**config.mk**
```make
export PLATFORM = sky130hd
export DESIGN_NAME = pra_ctrl
export DESIGN_NICKNAME = d
export VERILOG_FILES = /design/src/rtl/pra_pkg.sv /design/src/rtl/pra_ctrl.sv
export SDC_FILE = /design/constraint.sdc
export NUM_CORES = 1
export LEC_CHECK = 0
export ABC_AREA = 1
export ABC_CLOCK_PERIOD_IN_PS = 3330
export BUFFER_PORTS_ARGS = -buffer_cell sky130_fd_sc_hd__buf_4
export CAP_MARGIN = 20
export CORE_AREA = 5 5 42 44
export CTS_BUF_LIST = sky130_fd_sc_hd__clkbuf_8
export DETAILED_ROUTE_END_ITERATION = 10
export DIE_AREA = 0 0 47 49
export GPL_ROUTABILITY_DRIVEN = 0
export PLACE_DENSITY_LB_ADDON = 0.05
export SYNTH_ARGS = -nofsm -noshare
export SYNTH_HDL_FRONTEND = slang
export SYNTH_SLANG_ARGS = --single-unit
```
**constraint.sdc**
```tcl
create_clock -name i_clk -period 3.33 [get_ports i_clk]
set_input_delay 0.4995 -clock i_clk [delete_from_list [all_inputs] [get_ports i_clk]]
set_output_delay 0.4995 -clock i_clk [all_outputs]
set_load 0.02 [all_outputs]
```
**src/rtl/pra_pkg.sv**
```systemverilog
// Package for the precision-recall area unit: sizes, payload structs,
// controller states and the command/status structs between controller and datapath.
// No dependencies.
`timescale 1ns / 1ps
`default_nettype none
package pra_pkg;

    localparam int MAX_ITEMS  = 1024;
    localparam int SCORE_BITS = 16;
    localparam int CLASS_BITS = 8;
    localparam int ADDR_W     = $clog2(MAX_ITEMS);
    localparam int CNT_W      = $clog2(MAX_ITEMS + 1);
    localparam int AREA_W     = 17;
    localparam int ACC_W      = 40;
    localparam int DEN_W      = CNT_W + 1;
    localparam int KEY_W      = SCORE_BITS + ADDR_W;
    localparam int FRAC_BITS  = 16;

    // One input beat.
    typedef struct packed {
        logic [SCORE_BITS-1:0] score;
        logic [CLASS_BITS-1:0] true_class;
        logic                  last_item;
    } t_item;

    // One result beat.
    typedef struct packed {
        logic [AREA_W-1:0] area;
        logic              no_positives;
        logic              overflowed;
    } t_result;

    typedef enum logic [3:0] {
        S_IDLE,
        S_CHECK,
        S_INIT_DIV,
        S_INIT_WAIT,
        S_SCAN_GO,
        S_SCAN,
        S_STEP_DIV,
        S_STEP_WAIT,
        S_FIN_DIV,
        S_FIN_WAIT
    } t_state;

    // Commands from the controller to the datapath.
    typedef struct packed {
        logic load;
        logic init;
        logic div_go;
        logic div_final;
        logic set_qprev;
        logic scan_start;
        logic scan_run;
        logic step;
        logic accum;
        logic publish;
        logic pub_div;
    } t_cmd;

    // Status from the datapath to the controller.
    typedef struct packed {
        logic no_pos;
        logic small_set;
        logic div_done;
        logic scan_done;
        logic walk_done;
    } t_status;

endpackage
`default_nettype wire

```
**src/rtl/pra_ctrl.sv**
```systemverilog
// Controller state machine for the precision-recall area unit.
// Depends on pra_pkg.
`timescale 1ns / 1ps
`default_nettype none
module pra_ctrl (
    input  wire logic             i_clk,
    input  wire logic             i_rst_n,
    input  wire logic             i_start,
    input  wire logic             i_last,
    input  wire pra_pkg::t_status i_status,
    output pra_pkg::t_cmd         o_cmd,
    output logic                  o_busy
);
    import pra_pkg::*;

    t_state r_state, n_state;

    always_ff @(posedge i_clk) begin
        if (!i_rst_n) begin
            r_state <= S_IDLE;
        end else begin
            r_state <= n_state;
        end
    end

    // Next state and commands.
    always_comb begin
        n_state = r_state;
        o_cmd   = '0;
        case (r_state)
            S_IDLE: begin
                if (i_start) begin
                    o_cmd.load = 1'b1;
                    if (i_last) n_state = S_CHECK;
                end
            end
            S_CHECK: begin
                if (i_status.no_pos || i_status.small_set) begin
                    o_cmd.publish = 1'b1;
                    n_state       = S_IDLE;
                end else begin
                    o_cmd.init = 1'b1;
                    n_state    = S_INIT_DIV;
                end
            end
            S_INIT_DIV: begin
                o_cmd.div_go = 1'b1;
                n_state      = S_INIT_WAIT;
            end
            S_INIT_WAIT: begin
                if (i_status.div_done) begin
                    o_cmd.set_qprev = 1'b1;
                    n_state         = S_SCAN_GO;
                end
            end
            S_SCAN_GO: begin
                o_cmd.scan_start = 1'b1;
                n_state          = S_SCAN;
            end
            S_SCAN: begin
                o_cmd.scan_run = 1'b1;
                if (i_status.scan_done) begin
                    o_cmd.step = 1'b1;
                    n_state    = S_STEP_DIV;
                end
            end
            S_STEP_DIV: begin
                o_cmd.div_go = 1'b1;
                n_state      = S_STEP_WAIT;
            end
            S_STEP_WAIT: begin
                if (i_status.div_done) begin
                    o_cmd.accum = 1'b1;
                    n_state     = i_status.walk_done ? S_FIN_DIV : S_SCAN_GO;
                end
            end
            S_FIN_DIV: begin
                o_cmd.div_go    = 1'b1;
                o_cmd.div_final = 1'b1;
                n_state         = S_FIN_WAIT;
            end
            S_FIN_WAIT: begin
                if (i_status.div_done) begin
                    o_cmd.publish = 1'b1;
                    o_cmd.pub_div = 1'b1;
                    n_state       = S_IDLE;
                end
            end
            default: n_state = S_IDLE;
        endcase
    end

    assign o_busy = (r_state != S_IDLE);

    // Checks on controller behavior.
    a_load_idle: assert property (@(posedge i_clk) disable iff (!i_rst_n)
        o_cmd.load |-> !o_busy) else $error("load while busy");
    a_check_after_last: assert property (@(posedge i_clk) disable iff (!i_rst_n)
        (o_cmd.load && i_last) |=> (r_state == S_CHECK)) else $error("last beat lost");
    a_pub_ends: assert property (@(posedge i_clk) disable iff (!i_rst_n)
        o_cmd.publish |=> !o_busy) else $error("publish did not end the pass");

endmodule
`default_nettype wire

```
=== Word-level counts from Yosys, hierarchy flattened ===
Index checks and enable logic that the tools add are counted.

* Bitwise operators: 0
* Multiply operators: 0
* Equal/unequal tests: 15
* Reduce and logical (&&, ||, !) cells: 5
* Shift-type cells: 0
* $lt $le $gt $ge: 0
* Divide/modulo/power cells: 0
* Add/sub/neg operators: 0
* Mux-type cells: 25

{| class="wikitable"
|+ Operators with widths
! cell !! count
|-
| $pmux W4 S10 || 1
|-
| $mux W4 || 7
|-
| $eq A4 B3 Y1 const B || 4
|-
| $mux W1 || 13
|-
| $ne A2 B2 Y1 const B || 6
|-
| $eq A4 B2 Y1 const B || 2
|-
| $eq A4 B4 Y1 const B || 2
|-
| $mux W2 || 3
|-
| $reduce_and A6 Y1 || 1
|-
| $eq A4 B1 Y1 const B || 1
|-
| $logic_not A4 Y1 || 1
|-
| $reduce_bool A4 Y1 || 1
|-
| $reduce_or A3 Y1 || 1
|-
| $pmux W1 S2 || 1
|-
| $logic_or A1 B1 Y1 || 1
|}

* Word-level logic and storage cells: 46
* Memories: 0
* Bits of input ports: 9
* Memory bits (read-only): 0
* Memory bits (writable): 0
* Latch bits: 0
* Flip-flop bits (word level): 4

=== Longest topological paths before layout ===
Gate-level depths: netlist of the first run.

* Depth in word-level cells: 3
* Depth in mapped cells: 9
* Gate-level depth less buffers: 9

=== Least setup slack after synthesis of the first run ===
No wires, ideal clock.

* Path kind: register to output
* Start point: register r_state[2]
* End point: output o_cmd[10] in the netlist's numbering
* Buffers on the path: 0
* Arrival time: 1.076 ns
* Slack: 1.755 ns
* Cell stages (with the launch flop): 4
* Path through: dfxtp_1 > nor2_1 > nand2_1 > nor2_1

{| class="wikitable"
|+ RTL lines
! item !! RTL line !! text
|-
| start: declaration || pra_ctrl.sv:16 || <nowiki>t_state r_state, n_state;</nowiki>
|-
| start signal: assignment || pra_ctrl.sv:22 || <nowiki>r_state <= n_state;</nowiki>
|-
| end: declaration || pra_ctrl.sv:11 || <nowiki>output pra_pkg::t_cmd o_cmd,</nowiki>
|}

==> flow_results.xml, run 1 <==
<?xml version="1.0" encoding="UTF-8"?>
<metrics>
  <group name="run_status">
    <metric name="outcome" unit="">completed</metric>
  </group>
  <group name="layout">
    <metric name="layout_common_cells" unit="">sky130_fd_sc_hd__buf_4 (20), sky130_fd_sc_hd__nand2_1 (19), sky130_fd_sc_hd__nor2_1 (11), sky130_fd_sc_hd__inv_1 (10), sky130_fd_sc_hd__nand3_1 (9)</metric>
    <metric name="drive_gt1_share" unit="%">38.54</metric>
    <metric name="largestRegisters" unit="">r_state x4</metric>
    <metric name="num_antenna_cells" unit="">0</metric>
    <metric name="mostFrequentLayoutCell" unit="">sky130_fd_sc_hd__buf_4</metric>
    <metric name="largest_reg_flops" unit="">4</metric>
    <metric name="synthToLayoutAreaGrowth" unit="%">52.98</metric>
    <metric name="final_nets" unit="">107</metric>
    <metric name="max_flop_register" unit="">r_state</metric>
  </group>
  <group name="clocking">
    <metric name="clockBufferDepth" unit="">2</metric>
    <metric name="cts-buffers-inserted" unit="">3</metric>
    <metric name="h-tree-depth" unit="">1</metric>
    <metric name="cts_post_setup_buffers_inserted" unit="">0</metric>
    <metric name="cts_resized" unit="">0</metric>
    <metric name="worstSkewPairLatency" unit="ps">220</metric>
    <metric name="clockRootBuffer" unit="">sky130_fd_sc_hd__clkbuf_8</metric>
    <metric name="cts.sinks" unit="">4</metric>
    <metric name="path_clk_slew" unit="ps">30</metric>
    <metric name="cts_tree" unit="">yes</metric>
    <metric name="cts_hold_repair.buffers" unit="">0</metric>
  </group>
  <group name="sta">
    <metric name="slew_limit_headroom" unit="%">82.73</metric>
    <metric name="timing.setup.tns" unit="ps">0</metric>
    <metric name="minimum_period_implied_by_the_final_worst_setup_slack" unit="ps">1741</metric>
    <metric name="hold_viol" unit="">0</metric>
    <metric name="maxSlewViolCount" unit="">0</metric>
    <metric name="max_slew.worst_pin.slew" unit="ps">258.1</metric>
    <metric name="grt_setup_unrepaired" unit="">false</metric>
    <metric name="worst_slack" unit="ps">1589</metric>
    <metric name="max_clock_freq" unit="MHz">574.4</metric>
    <metric name="final_min_period_over_clock_period" unit="%">52.28</metric>
    <metric name="worst_clock_skew" unit="ps">2.971</metric>
    <metric name="timing.final.setup_violations" unit="">0</metric>
  </group>
  <group name="setup_path">
    <metric name="crit_path_top_delay_cell" unit="">sky130_fd_sc_hd__dfxtp_1</metric>
    <metric name="critPathMaxStageDelay" unit="ps">370</metric>
    <metric name="endpoint_kind" unit="">output pin</metric>
    <metric name="critical_path_required" unit="ps">2830</metric>
    <metric name="worst_ep_arrival_time" unit="ps">1240</metric>
    <metric name="crit_path_max_fanout" unit="">7</metric>
    <metric name="cell_by_cell_trace_of_the_critical_path" unit="">nor2_1 -&gt; nand2_1 -&gt; o22ai_1 -&gt; buf_4</metric>
    <metric name="timing_worst_setup_path_type" unit="">flip-flop to output pin</metric>
    <metric name="critPathLaunchType" unit="">flip-flop</metric>
  </group>
  <group name="floorplanning">
    <metric name="floorplan.die_area" unit="µm²">2303</metric>
    <metric name="vertical_die_dimension" unit="µm">49</metric>
    <metric name="pin_count" unit="">21</metric>
    <metric name="starting_density_of_the_core" unit="%">28.48</metric>
    <metric name="dieWidth" unit="µm">47</metric>
    <metric name="rows" unit="">14</metric>
    <metric name="floorplan_core_area" unit="µm²">1401</metric>
  </group>
  <group name="place">
    <metric name="buffer_ports.inserted" unit="">20</metric>
    <metric name="dpl_worst_slack" unit="ps">1777</metric>
    <metric name="dp_hpwl" unit="µm">909.8</metric>
  </group>
  <group name="global_route">
    <metric name="grt_first_pass_wirelength" unit="mm">1.731</metric>
    <metric name="grt_start_max_net_pins" unit="">8</metric>
    <metric name="grt_pass1_vias" unit="">442</metric>
    <metric name="grtUsageTotal" unit="%">10.34</metric>
    <metric name="global_route.overflow_total" unit="">0</metric>
    <metric name="antenna_found_initial" unit="">0</metric>
  </group>
  <group name="synth">
    <metric name="synth_area_leaders" unit="">sky130_fd_sc_hd__dfxtp_1 (20%), sky130_fd_sc_hd__nand2_1 (18%), sky130_fd_sc_hd__nand3_1 (11%)</metric>
    <metric name="netlist_area" unit="µm²">399.1</metric>
    <metric name="syn-num-nets" unit="">82</metric>
    <metric name="postSynthRegisterBits" unit="">4</metric>
    <metric name="synth_largest_area_cell" unit="">sky130_fd_sc_hd__dfxtp_1</metric>
    <metric name="synthDistinctLibCells" unit="">16</metric>
    <metric name="netlist.area_leader.share" unit="%">20.06</metric>
    <metric name="synth-warning-count" unit="">0</metric>
    <metric name="postSynthCellCount" unit="">73</metric>
    <metric name="register_area_share_after_synthesis" unit="%">20.06</metric>
    <metric name="syn-mean-instance-area" unit="µm²">5.468</metric>
  </group>
  <group name="power_and_ir_drop">
    <metric name="total_leakage_power" unit="nW">0.3574</metric>
    <metric name="ir_drop" unit="µV">274.3</metric>
    <metric name="power.density_cell_area" unit="nW/µm²">729.4</metric>
  </group>
  <group name="drt">
    <metric name="antenna_violating_nets_post_route" unit="">0</metric>
    <metric name="vias" unit="">477</metric>
    <metric name="vias_per_cell" unit="">4.259</metric>
    <metric name="wire_per_inst" unit="µm">9.509</metric>
    <metric name="drt-pass1-iter-count" unit="">4</metric>
    <metric name="detail_route.wirelength" unit="mm">1.065</metric>
    <metric name="initialDrtViolationCount" unit="">6</metric>
    <metric name="number_of_remaining_drc_errors" unit="">0</metric>
  </group>
  <group name="worst_hold_path">
    <metric name="hold_path_class" unit="">primary input to flip-flop</metric>
  </group>
  <group name="run">
    <metric name="timing.max_cap.violations" unit="">0</metric>
  </group>
</metrics>
cell usage after synthesis (all sizes together):
master and number:
nand2 23, inv 15, nor2 15, nand3 9
dfxtp 4, a21oi 3, o21ai 2, nor3 1
o22ai 1
where the power goes:
group          switching, W  internal [W]  total [W]
registers         0.0000195     0.0000613  0.0000808
clock network     0.0000241     0.0000770   0.000101
logic              0.000165     0.0000984   0.000264
worst paths after layout:
path,slack (ps),start,to,depth (start not counted)
setup / recovery,1590,r_state[2]$_SDFFE_PN0P_,o_cmd[1],4
hold / removal,540,i_rst_n,r_state[0]$_SDFFE_PN0P_,3
setup reg to reg,2110,r_state[0]$_SDFFE_PN0P_,r_state[0]$_SDFFE_PN0P_,9
hold reg to reg,570,r_state[0]$_SDFFE_PN0P_,r_state[0]$_SDFFE_PN0P_,3
per-stage QoR:
step | std cells | power (W) | hold slack, ps | utilization, % | area (µm²)
after floorplan | 73 | 0.0002617 | 530.9 | - | 399.1
after global placement | 109 | 0.0003500 | 572.5 | 40.63 | 569.3
after CTS | 112 | 0.0004556 | 535.2 | 43.57 | 610.6
final | 112 | 0.0004454 | 539.3 | 43.57 | 610.6
after detailed placement | 109 | 0.0003495 | 570.1 | 40.63 | 569.3
after global routing | 112 | 0.0004864 | 562.3 | 43.57 | 610.6
worst max-delay path, delay by kind of cell (launching register included):
kind,cells,cell delay [ps]
buffers and inverters,1,160
and+or+nand+nor,2,350
DFF,1,370
AOI/OAI and AO/OA,1,150
layout make-up:
| class | instances | area (µm²) |
|---|---|---|
| fillers | 183 | 790.8 |
| multi-input cells | 54 | 262.8 |
| repair buffers | 20 | 150.1 |
| flip-flops and latches | 4 | 80.08 |
| inverters | 15 | 56.30 |
| clock buffers | 3 | 41.29 |
| well taps | 16 | 20.02 |
kinds of logic (layout without fill, tap and decap cells):
group	count (synthesis)	after routing	synth area share, %
AOI/OAI and AO/OA	6	6	8.777
DFF	4	4	20.06
buffers and inverters	15	38	14.11
and+or+nand+nor	48	48	57.05
layer usage:
layer / part of all wire [%] / up-vias / track usage [%]
met5: 0 / - / 0
met3: 9.7 / 2 / 1.845
met1: 44 / 191 / 12.47
li1: - / 271 / -
met2: 45 / 13 / 15.16
met4: 0.94 / 0 / 8.295
(Power assumes the default switching activity.)
==> run 2, diff against run 1 <==
- ABC_CLOCK_PERIOD_IN_PS: 3330 -> 1700
- clock period: 3.33 -> 1.7 ns (I/O delays scaled with it)
==> flow_results.xml, run 2 (same netlist as run 1, synthesis figures left out) <==
<?xml version="1.0" encoding="UTF-8"?>
<metrics>
  <group name="drt">
    <metric name="number_of_remaining_drc_errors" unit="">0</metric>
    <metric name="antenna_violating_nets_post_route" unit="">0</metric>
    <metric name="initialDrtViolationCount" unit="">6</metric>
    <metric name="drt-pass1-iter-count" unit="">2</metric>
    <metric name="wire_per_inst" unit="µm">9.830</metric>
    <metric name="detail_route.wirelength" unit="mm">1.101</metric>
    <metric name="vias" unit="">487</metric>
    <metric name="vias_per_cell" unit="">4.348</metric>
  </group>
  <group name="floorplanning">
    <metric name="dieWidth" unit="µm">47</metric>
    <metric name="vertical_die_dimension" unit="µm">49</metric>
    <metric name="pin_count" unit="">21</metric>
    <metric name="rows" unit="">14</metric>
    <metric name="floorplan.die_area" unit="µm²">2303</metric>
    <metric name="floorplan_core_area" unit="µm²">1401</metric>
    <metric name="starting_density_of_the_core" unit="%">28.48</metric>
  </group>
  <group name="setup_path">
    <metric name="critical_path_required" unit="ps">1440</metric>
    <metric name="timing_worst_setup_path_type" unit="">flip-flop to output pin</metric>
    <metric name="endpoint_kind" unit="">output pin</metric>
    <metric name="critPathLaunchType" unit="">flip-flop</metric>
    <metric name="crit_path_max_fanout" unit="">4</metric>
    <metric name="crit_path_top_delay_cell" unit="">sky130_fd_sc_hd__dfxtp_1</metric>
    <metric name="worst_path_dominant_cell_family" unit="">simple AND/OR/NAND/NOR gates</metric>
    <metric name="worstPathBufferInverterCount" unit="">2</metric>
    <metric name="critPathMaxStageDelay" unit="ps">350</metric>
    <metric name="cell_by_cell_trace_of_the_critical_path" unit="">nor2_1 -&gt; inv_1 -&gt; nor3_1 -&gt; buf_4</metric>
    <metric name="worst_ep_arrival_time" unit="ps">1270</metric>
  </group>
  <group name="clocking">
    <metric name="cts.sinks" unit="">4</metric>
    <metric name="path_clk_slew" unit="ps">30</metric>
    <metric name="cts_hold_repair.buffers" unit="">0</metric>
    <metric name="cts-buffers-inserted" unit="">3</metric>
    <metric name="h-tree-depth" unit="">1</metric>
    <metric name="cts_resized" unit="">0</metric>
    <metric name="cts_tree" unit="">yes</metric>
    <metric name="cts_post_setup_buffers_inserted" unit="">0</metric>
    <metric name="clockRootBuffer" unit="">sky130_fd_sc_hd__clkbuf_8</metric>
    <metric name="clockBufferDepth" unit="">2</metric>
    <metric name="worstSkewPairLatency" unit="ps">220</metric>
  </group>
  <group name="sta">
    <metric name="timing.final.setup_violations" unit="">0</metric>
    <metric name="whs" unit="ps">278.9</metric>
    <metric name="max_slew.worst_pin.slew" unit="ps">282.4</metric>
    <metric name="maxSlewViolCount" unit="">0</metric>
    <metric name="max_clock_freq" unit="MHz">657.5</metric>
    <metric name="minimum_period_implied_by_the_final_worst_setup_slack" unit="ps">1521</metric>
    <metric name="final_min_period_over_clock_period" unit="%">89.46</metric>
    <metric name="timing.setup.tns" unit="ps">0</metric>
    <metric name="grt_setup_unrepaired" unit="">false</metric>
    <metric name="slew_limit_headroom" unit="%">81.15</metric>
    <metric name="hold_viol" unit="">0</metric>
    <metric name="worst_clock_skew" unit="ps">0.04741</metric>
  </group>
  <group name="global_route">
    <metric name="grt_pass1_vias" unit="">459</metric>
    <metric name="global_route.overflow_total" unit="">0</metric>
    <metric name="antenna_found_initial" unit="">0</metric>
    <metric name="grt_first_pass_wirelength" unit="mm">1.807</metric>
    <metric name="grtUsageTotal" unit="%">10.70</metric>
    <metric name="grt_start_max_net_pins" unit="">8</metric>
  </group>
  <group name="power_and_ir_drop">
    <metric name="ir_drop" unit="µV">580.6</metric>
    <metric name="power.net_switching" unit="W">0.0004123</metric>
    <metric name="total_leakage_power" unit="nW">0.3574</metric>
    <metric name="p_int" unit="W">0.0004636</metric>
    <metric name="power" unit="W">0.0008759</metric>
    <metric name="share_seq_of_total_power" unit="%">17.9</metric>
    <metric name="power.density_cell_area" unit="nW/µm²">1435</metric>
    <metric name="switching_share" unit="%">47.08</metric>
    <metric name="pwr-share-clk" unit="%">22.7</metric>
    <metric name="power_frac_comb" unit="%">59.4</metric>
  </group>
  <group name="layout">
    <metric name="max_flop_register" unit="">r_state</metric>
    <metric name="layout.cells.non_filler" unit="">112</metric>
    <metric name="num_antenna_cells" unit="">0</metric>
    <metric name="layout_common_cells" unit="">sky130_fd_sc_hd__buf_4 (20), sky130_fd_sc_hd__nand2_1 (19), sky130_fd_sc_hd__nor2_1 (11), sky130_fd_sc_hd__inv_1 (10), sky130_fd_sc_hd__nand3_1 (9)</metric>
    <metric name="mostFrequentLayoutCell" unit="">sky130_fd_sc_hd__buf_4</metric>
    <metric name="synthToLayoutAreaGrowth" unit="%">52.98</metric>
    <metric name="fill_cells" unit="">178</metric>
    <metric name="largestRegisters" unit="">r_state x4</metric>
    <metric name="fin_area" unit="µm²">610.6</metric>
    <metric name="drive_gt1_share" unit="%">38.54</metric>
    <metric name="largest_reg_flops" unit="">4</metric>
    <metric name="final_nets" unit="">107</metric>
  </group>
  <group name="run">
    <metric name="timing.max_cap.violations" unit="">0</metric>
  </group>
  <group name="worst_hold_path">
    <metric name="hold_path_class" unit="">primary input to flip-flop</metric>
  </group>
  <group name="place">
    <metric name="buffer_ports.inserted" unit="">20</metric>
    <metric name="dp_hpwl" unit="µm">929.4</metric>
    <metric name="placed_area" unit="µm²">569.3</metric>
    <metric name="dpl.cell_count" unit="">109</metric>
  </group>
  <group name="run_status">
    <metric name="outcome" unit="">completed</metric>
  </group>
</metrics>
run 2: cell counts in the layout (fill, tap and decap cells not counted):
Identical to the previous run, type by type.
run 2: through the flow:
step           setup slack, ps  util [%]
2_1_floorplan            369.4         -
3_3_place_gp             399.0     40.63
3_5_place_dp             409.3     40.63
4_1_cts                  170.0     43.57
5_1_grt                  61.56     43.57
6_report                 179.2     43.57
run 2: final timing paths:
path | slack (ps) | end | start | cells past startpoint
worst max-delay path | 180 | o_cmd[5] | r_state[1]$_SDFFE_PN0P_ | 4
worst min-delay path | 280 | r_state[3]$_SDFFE_PN0P_ | i_rst_n | 3
worst max register to register | 470 | r_state[3]$_SDFFE_PN0P_ | r_state[2]$_SDFFE_PN0P_ | 9
worst min register to register | 580 | r_state[0]$_SDFFE_PN0P_ | r_state[0]$_SDFFE_PN0P_ | 3
run 2: layout make-up:
class / count / area (µm²) / share of cell area [%]
timing repair buffer: 20 / 150.1 / 24.59
tap: 16 / 20.02 / 3.279
multi-input combinational: 54 / 262.8 / 43.03
sequential: 4 / 80.08 / 13.11
inverter: 15 / 56.30 / 9.221
clock buffer: 3 / 41.29 / 6.762
run 2: worst register-to-register path, cell delays in order, from the launching register on:
cell and delay [ps]:
sky130_fd_sc_hd__dfxtp_1 470, sky130_fd_sc_hd__inv_2 100, sky130_fd_sc_hd__nor2_2 140, sky130_fd_sc_hd__nand3_1 90
sky130_fd_sc_hd__nand2_1 70, sky130_fd_sc_hd__inv_2 70, sky130_fd_sc_hd__nand2_4 60, sky130_fd_sc_hd__nand2_1 40
sky130_fd_sc_hd__nand2_1 50, sky130_fd_sc_hd__nor2_1 30
run 2: power groups by stage:
| stage | combinational [W] | clock, W | sequential [W] |
|---|---|---|---|
| floorplan | 0.000359 | 0 | 0.000153 |
| global placement | 0.000533 | 0 | 0.000157 |
| detailed placement | 0.000528 | 0 | 0.000159 |
| CTS | 0.000530 | 0.000206 | 0.000157 |
| global route | 0.000580 | 0.000213 | 0.000160 |
| finish | 0.000520 | 0.000199 | 0.000157 |
run 2: routing by layer:
layer	global-route usage, %	share of wire, %	vias to the layer above
met4	8.295	2.7	0
met2	15.84	45	16
met1	13.41	43	198
met5	0	0	-
li1	-	-	270
met3	1.107	9.3	3
==> run 3, diff against run 2 <==
- CELL_PAD_IN_SITES_DETAIL_PLACEMENT: not set -> 1
- CELL_PAD_IN_SITES_GLOBAL_PLACEMENT: not set -> 1
- CORE_AREA: 5 5 42 44 -> not set
- CORE_MARGIN: not set -> 5
- CORE_UTILIZATION: not set -> 28
- DIE_AREA: 0 0 47 49 -> not set
==> flow_results.xml, run 3 (same netlist as run 1, synthesis figures left out) <==
<?xml version="1.0" encoding="UTF-8"?>
<metrics>
  <group name="drt">
    <metric name="wire_per_inst" unit="µm">10.77</metric>
    <metric name="route.met3.wl" unit="µm">100</metric>
    <metric name="detail_route.wirelength" unit="mm">1.196</metric>
    <metric name="number_of_remaining_drc_errors" unit="">0</metric>
    <metric name="initialDrtViolationCount" unit="">1</metric>
    <metric name="met1_length" unit="µm">522</metric>
    <metric name="drt-pass1-iter-count" unit="">3</metric>
    <metric name="detailroute.wirelength.met2" unit="µm">573</metric>
    <metric name="antenna_violating_nets_post_route" unit="">0</metric>
    <metric name="route.top_layer_used" unit="">met3</metric>
    <metric name="vias_per_cell" unit="">4.577</metric>
    <metric name="vias" unit="">508</metric>
  </group>
  <group name="run">
    <metric name="timing.max_cap.violations" unit="">0</metric>
  </group>
  <group name="clocking">
    <metric name="path_clk_slew" unit="ps">30</metric>
    <metric name="cts.sinks" unit="">4</metric>
    <metric name="cts_hold_repair.buffers" unit="">0</metric>
    <metric name="cts_post_setup_buffers_inserted" unit="">0</metric>
    <metric name="clockBufferDepth" unit="">2</metric>
    <metric name="worstSkewPairLatency" unit="ps">210</metric>
    <metric name="cts_tree" unit="">yes</metric>
    <metric name="clockRootBuffer" unit="">sky130_fd_sc_hd__clkbuf_8</metric>
    <metric name="cts-buffers-inserted" unit="">3</metric>
    <metric name="h-tree-depth" unit="">1</metric>
    <metric name="cts_resized" unit="">0</metric>
  </group>
  <group name="global_route">
    <metric name="grtUsageTotal" unit="%">11.58</metric>
    <metric name="global_route.overflow_total" unit="">0</metric>
    <metric name="antenna_found_initial" unit="">0</metric>
    <metric name="grt_first_pass_wirelength" unit="mm">1.842</metric>
    <metric name="grt_pass1_vias" unit="">457</metric>
    <metric name="grt_start_max_net_pins" unit="">8</metric>
  </group>
  <group name="layout">
    <metric name="max_flop_register" unit="">r_state</metric>
    <metric name="multi_input_comb_area" unit="µm²">262.8</metric>
    <metric name="largest_reg_flops" unit="">4</metric>
    <metric name="register_area" unit="µm²">80.08</metric>
    <metric name="layout.cells.non_filler" unit="">111</metric>
    <metric name="final_core_util" unit="%">46.25</metric>
    <metric name="drive_gt1_share" unit="%">38.54</metric>
    <metric name="layout_common_cells" unit="">sky130_fd_sc_hd__buf_4 (20), sky130_fd_sc_hd__nand2_1 (19), sky130_fd_sc_hd__nor2_1 (11), sky130_fd_sc_hd__inv_1 (10), sky130_fd_sc_hd__nand3_1 (9)</metric>
    <metric name="fill_cells" unit="">197</metric>
    <metric name="largestRegisters" unit="">r_state x4</metric>
    <metric name="num_antenna_cells" unit="">0</metric>
    <metric name="final_nets" unit="">107</metric>
    <metric name="synthToLayoutAreaGrowth" unit="%">52.66</metric>
    <metric name="mostFrequentLayoutCell" unit="">sky130_fd_sc_hd__buf_4</metric>
  </group>
  <group name="setup_path">
    <metric name="worst_ep_arrival_time" unit="ps">1300</metric>
    <metric name="regToRegStartpoint" unit="">r_state[2]$_SDFFE_PN0P_</metric>
    <metric name="endpoint_kind" unit="">output pin</metric>
    <metric name="crit_path_max_fanout" unit="">7</metric>
    <metric name="crit-reg2reg-capture" unit="">r_state[3]$_SDFFE_PN0P_</metric>
    <metric name="critical_path_required" unit="ps">1440</metric>
    <metric name="timing_worst_setup_path_type" unit="">flip-flop to output pin</metric>
    <metric name="critical_path.endpoint" unit="">o_cmd[1]</metric>
    <metric name="critical_path.startpoint" unit="">r_state[2]$_SDFFE_PN0P_</metric>
    <metric name="path_depth_of_the_worst_reg2reg_path" unit="">8</metric>
    <metric name="r2r_slack" unit="ps">400</metric>
    <metric name="critPathLaunchType" unit="">flip-flop</metric>
  </group>
  <group name="floorplanning">
    <metric name="vertical_die_dimension" unit="µm">47.76</metric>
    <metric name="pin_count" unit="">21</metric>
    <metric name="floorplan_core_area" unit="µm²">1318</metric>
    <metric name="starting_density_of_the_core" unit="%">30.29</metric>
    <metric name="rows" unit="">13</metric>
    <metric name="floorplan.die_area" unit="µm²">2281</metric>
    <metric name="dieWidth" unit="µm">47.76</metric>
  </group>
  <group name="worst_hold_path">
    <metric name="hold_path_class" unit="">primary input to flip-flop</metric>
  </group>
  <group name="sta">
    <metric name="max_slew.worst_pin.slew" unit="ps">320.8</metric>
    <metric name="maxSlewViolCount" unit="">0</metric>
    <metric name="grt_setup_unrepaired" unit="">false</metric>
    <metric name="max_clock_freq" unit="MHz">643.3</metric>
    <metric name="hold_viol" unit="">0</metric>
    <metric name="minimum_period_implied_by_the_final_worst_setup_slack" unit="ps">1555</metric>
    <metric name="slew_limit_headroom" unit="%">78.54</metric>
    <metric name="timing.setup.tns" unit="ps">0</metric>
    <metric name="worst_clock_skew" unit="ps">1.269</metric>
    <metric name="timing.final.setup_violations" unit="">0</metric>
    <metric name="final_min_period_over_clock_period" unit="%">91.44</metric>
  </group>
  <group name="place">
    <metric name="dp_hpwl" unit="mm">1.030</metric>
    <metric name="dpl.cell_count" unit="">108</metric>
    <metric name="buffer_ports.inserted" unit="">20</metric>
  </group>
  <group name="power_and_ir_drop">
    <metric name="power.density_cell_area" unit="nW/µm²">1454</metric>
    <metric name="ir_drop" unit="µV">507.8</metric>
    <metric name="total_leakage_power" unit="nW">0.3574</metric>
  </group>
  <group name="run_status">
    <metric name="outcome" unit="">completed</metric>
  </group>
</metrics>
run 3: layer usage:
layer / GRT usage [%] / vias to the layer above
met2: 19.53 / 13
met1: 13.56 / 225
met5: 0 / -
li1: - / 270
met4: 3.226 / 0
met3: 4.511 / 0
run 3: cell type report:
type | instances | share of cell area, %
Tap cell | 15 | 3.080
Clock buffer | 3 | 6.776
Multi-Input combinational cell | 54 | 43.12
Inverter | 15 | 9.240
Timing Repair Buffer | 20 | 24.64
Sequential cell | 4 | 13.14
run 3: where the power goes:
part | internal [W] | switching, W | leakage [nW]
Sequential | 0.000120 | 0.0000391 | 0.0327
Combinational | 0.000193 | 0.000339 | 0.303
Clock | 0.000151 | 0.0000444 | 0.0216
run 3: how the worst min path moves through the flow:
stage / start / end / cells after the start
2_1_floorplan: i_rst_n / r_state[3]$_SDFFE_PN0P_ / 2
3_3_place_gp: i_rst_n / r_state[3]$_SDFFE_PN0P_ / 3
3_5_place_dp: i_rst_n / r_state[3]$_SDFFE_PN0P_ / 3
4_1_cts: i_rst_n / r_state[3]$_SDFFE_PN0P_ / 3
5_1_grt: i_rst_n / r_state[3]$_SDFFE_PN0P_ / 3
6_report: i_rst_n / r_state[3]$_SDFFE_PN0P_ / 3
run 3: worst max-delay path, stage by stage (launching register included):
cell,delay (ps)
sky130_fd_sc_hd__dfxtp_1,370
sky130_fd_sc_hd__nor2_1,310
sky130_fd_sc_hd__nand2_1,90
sky130_fd_sc_hd__o22ai_1,150
sky130_fd_sc_hd__buf_4,160
run 3: per-stage QoR:
stage | hold WS, ps | cell area (µm²) | setup slack, ps | power (W)
after floorplan | 375.4 | 399.1 | 369.4 | 0.0005126
after global placement | 515.8 | 568.0 | 377.1 | 0.0006908
after detailed placement | 512.5 | 568.0 | 372.2 | 0.0006968
after CTS | 294.4 | 609.3 | 143.7 | 0.0008969
after global routing | 316.8 | 609.3 | 13.35 | 0.0009621
final | 300.8 | 609.3 | 145.5 | 0.0008859
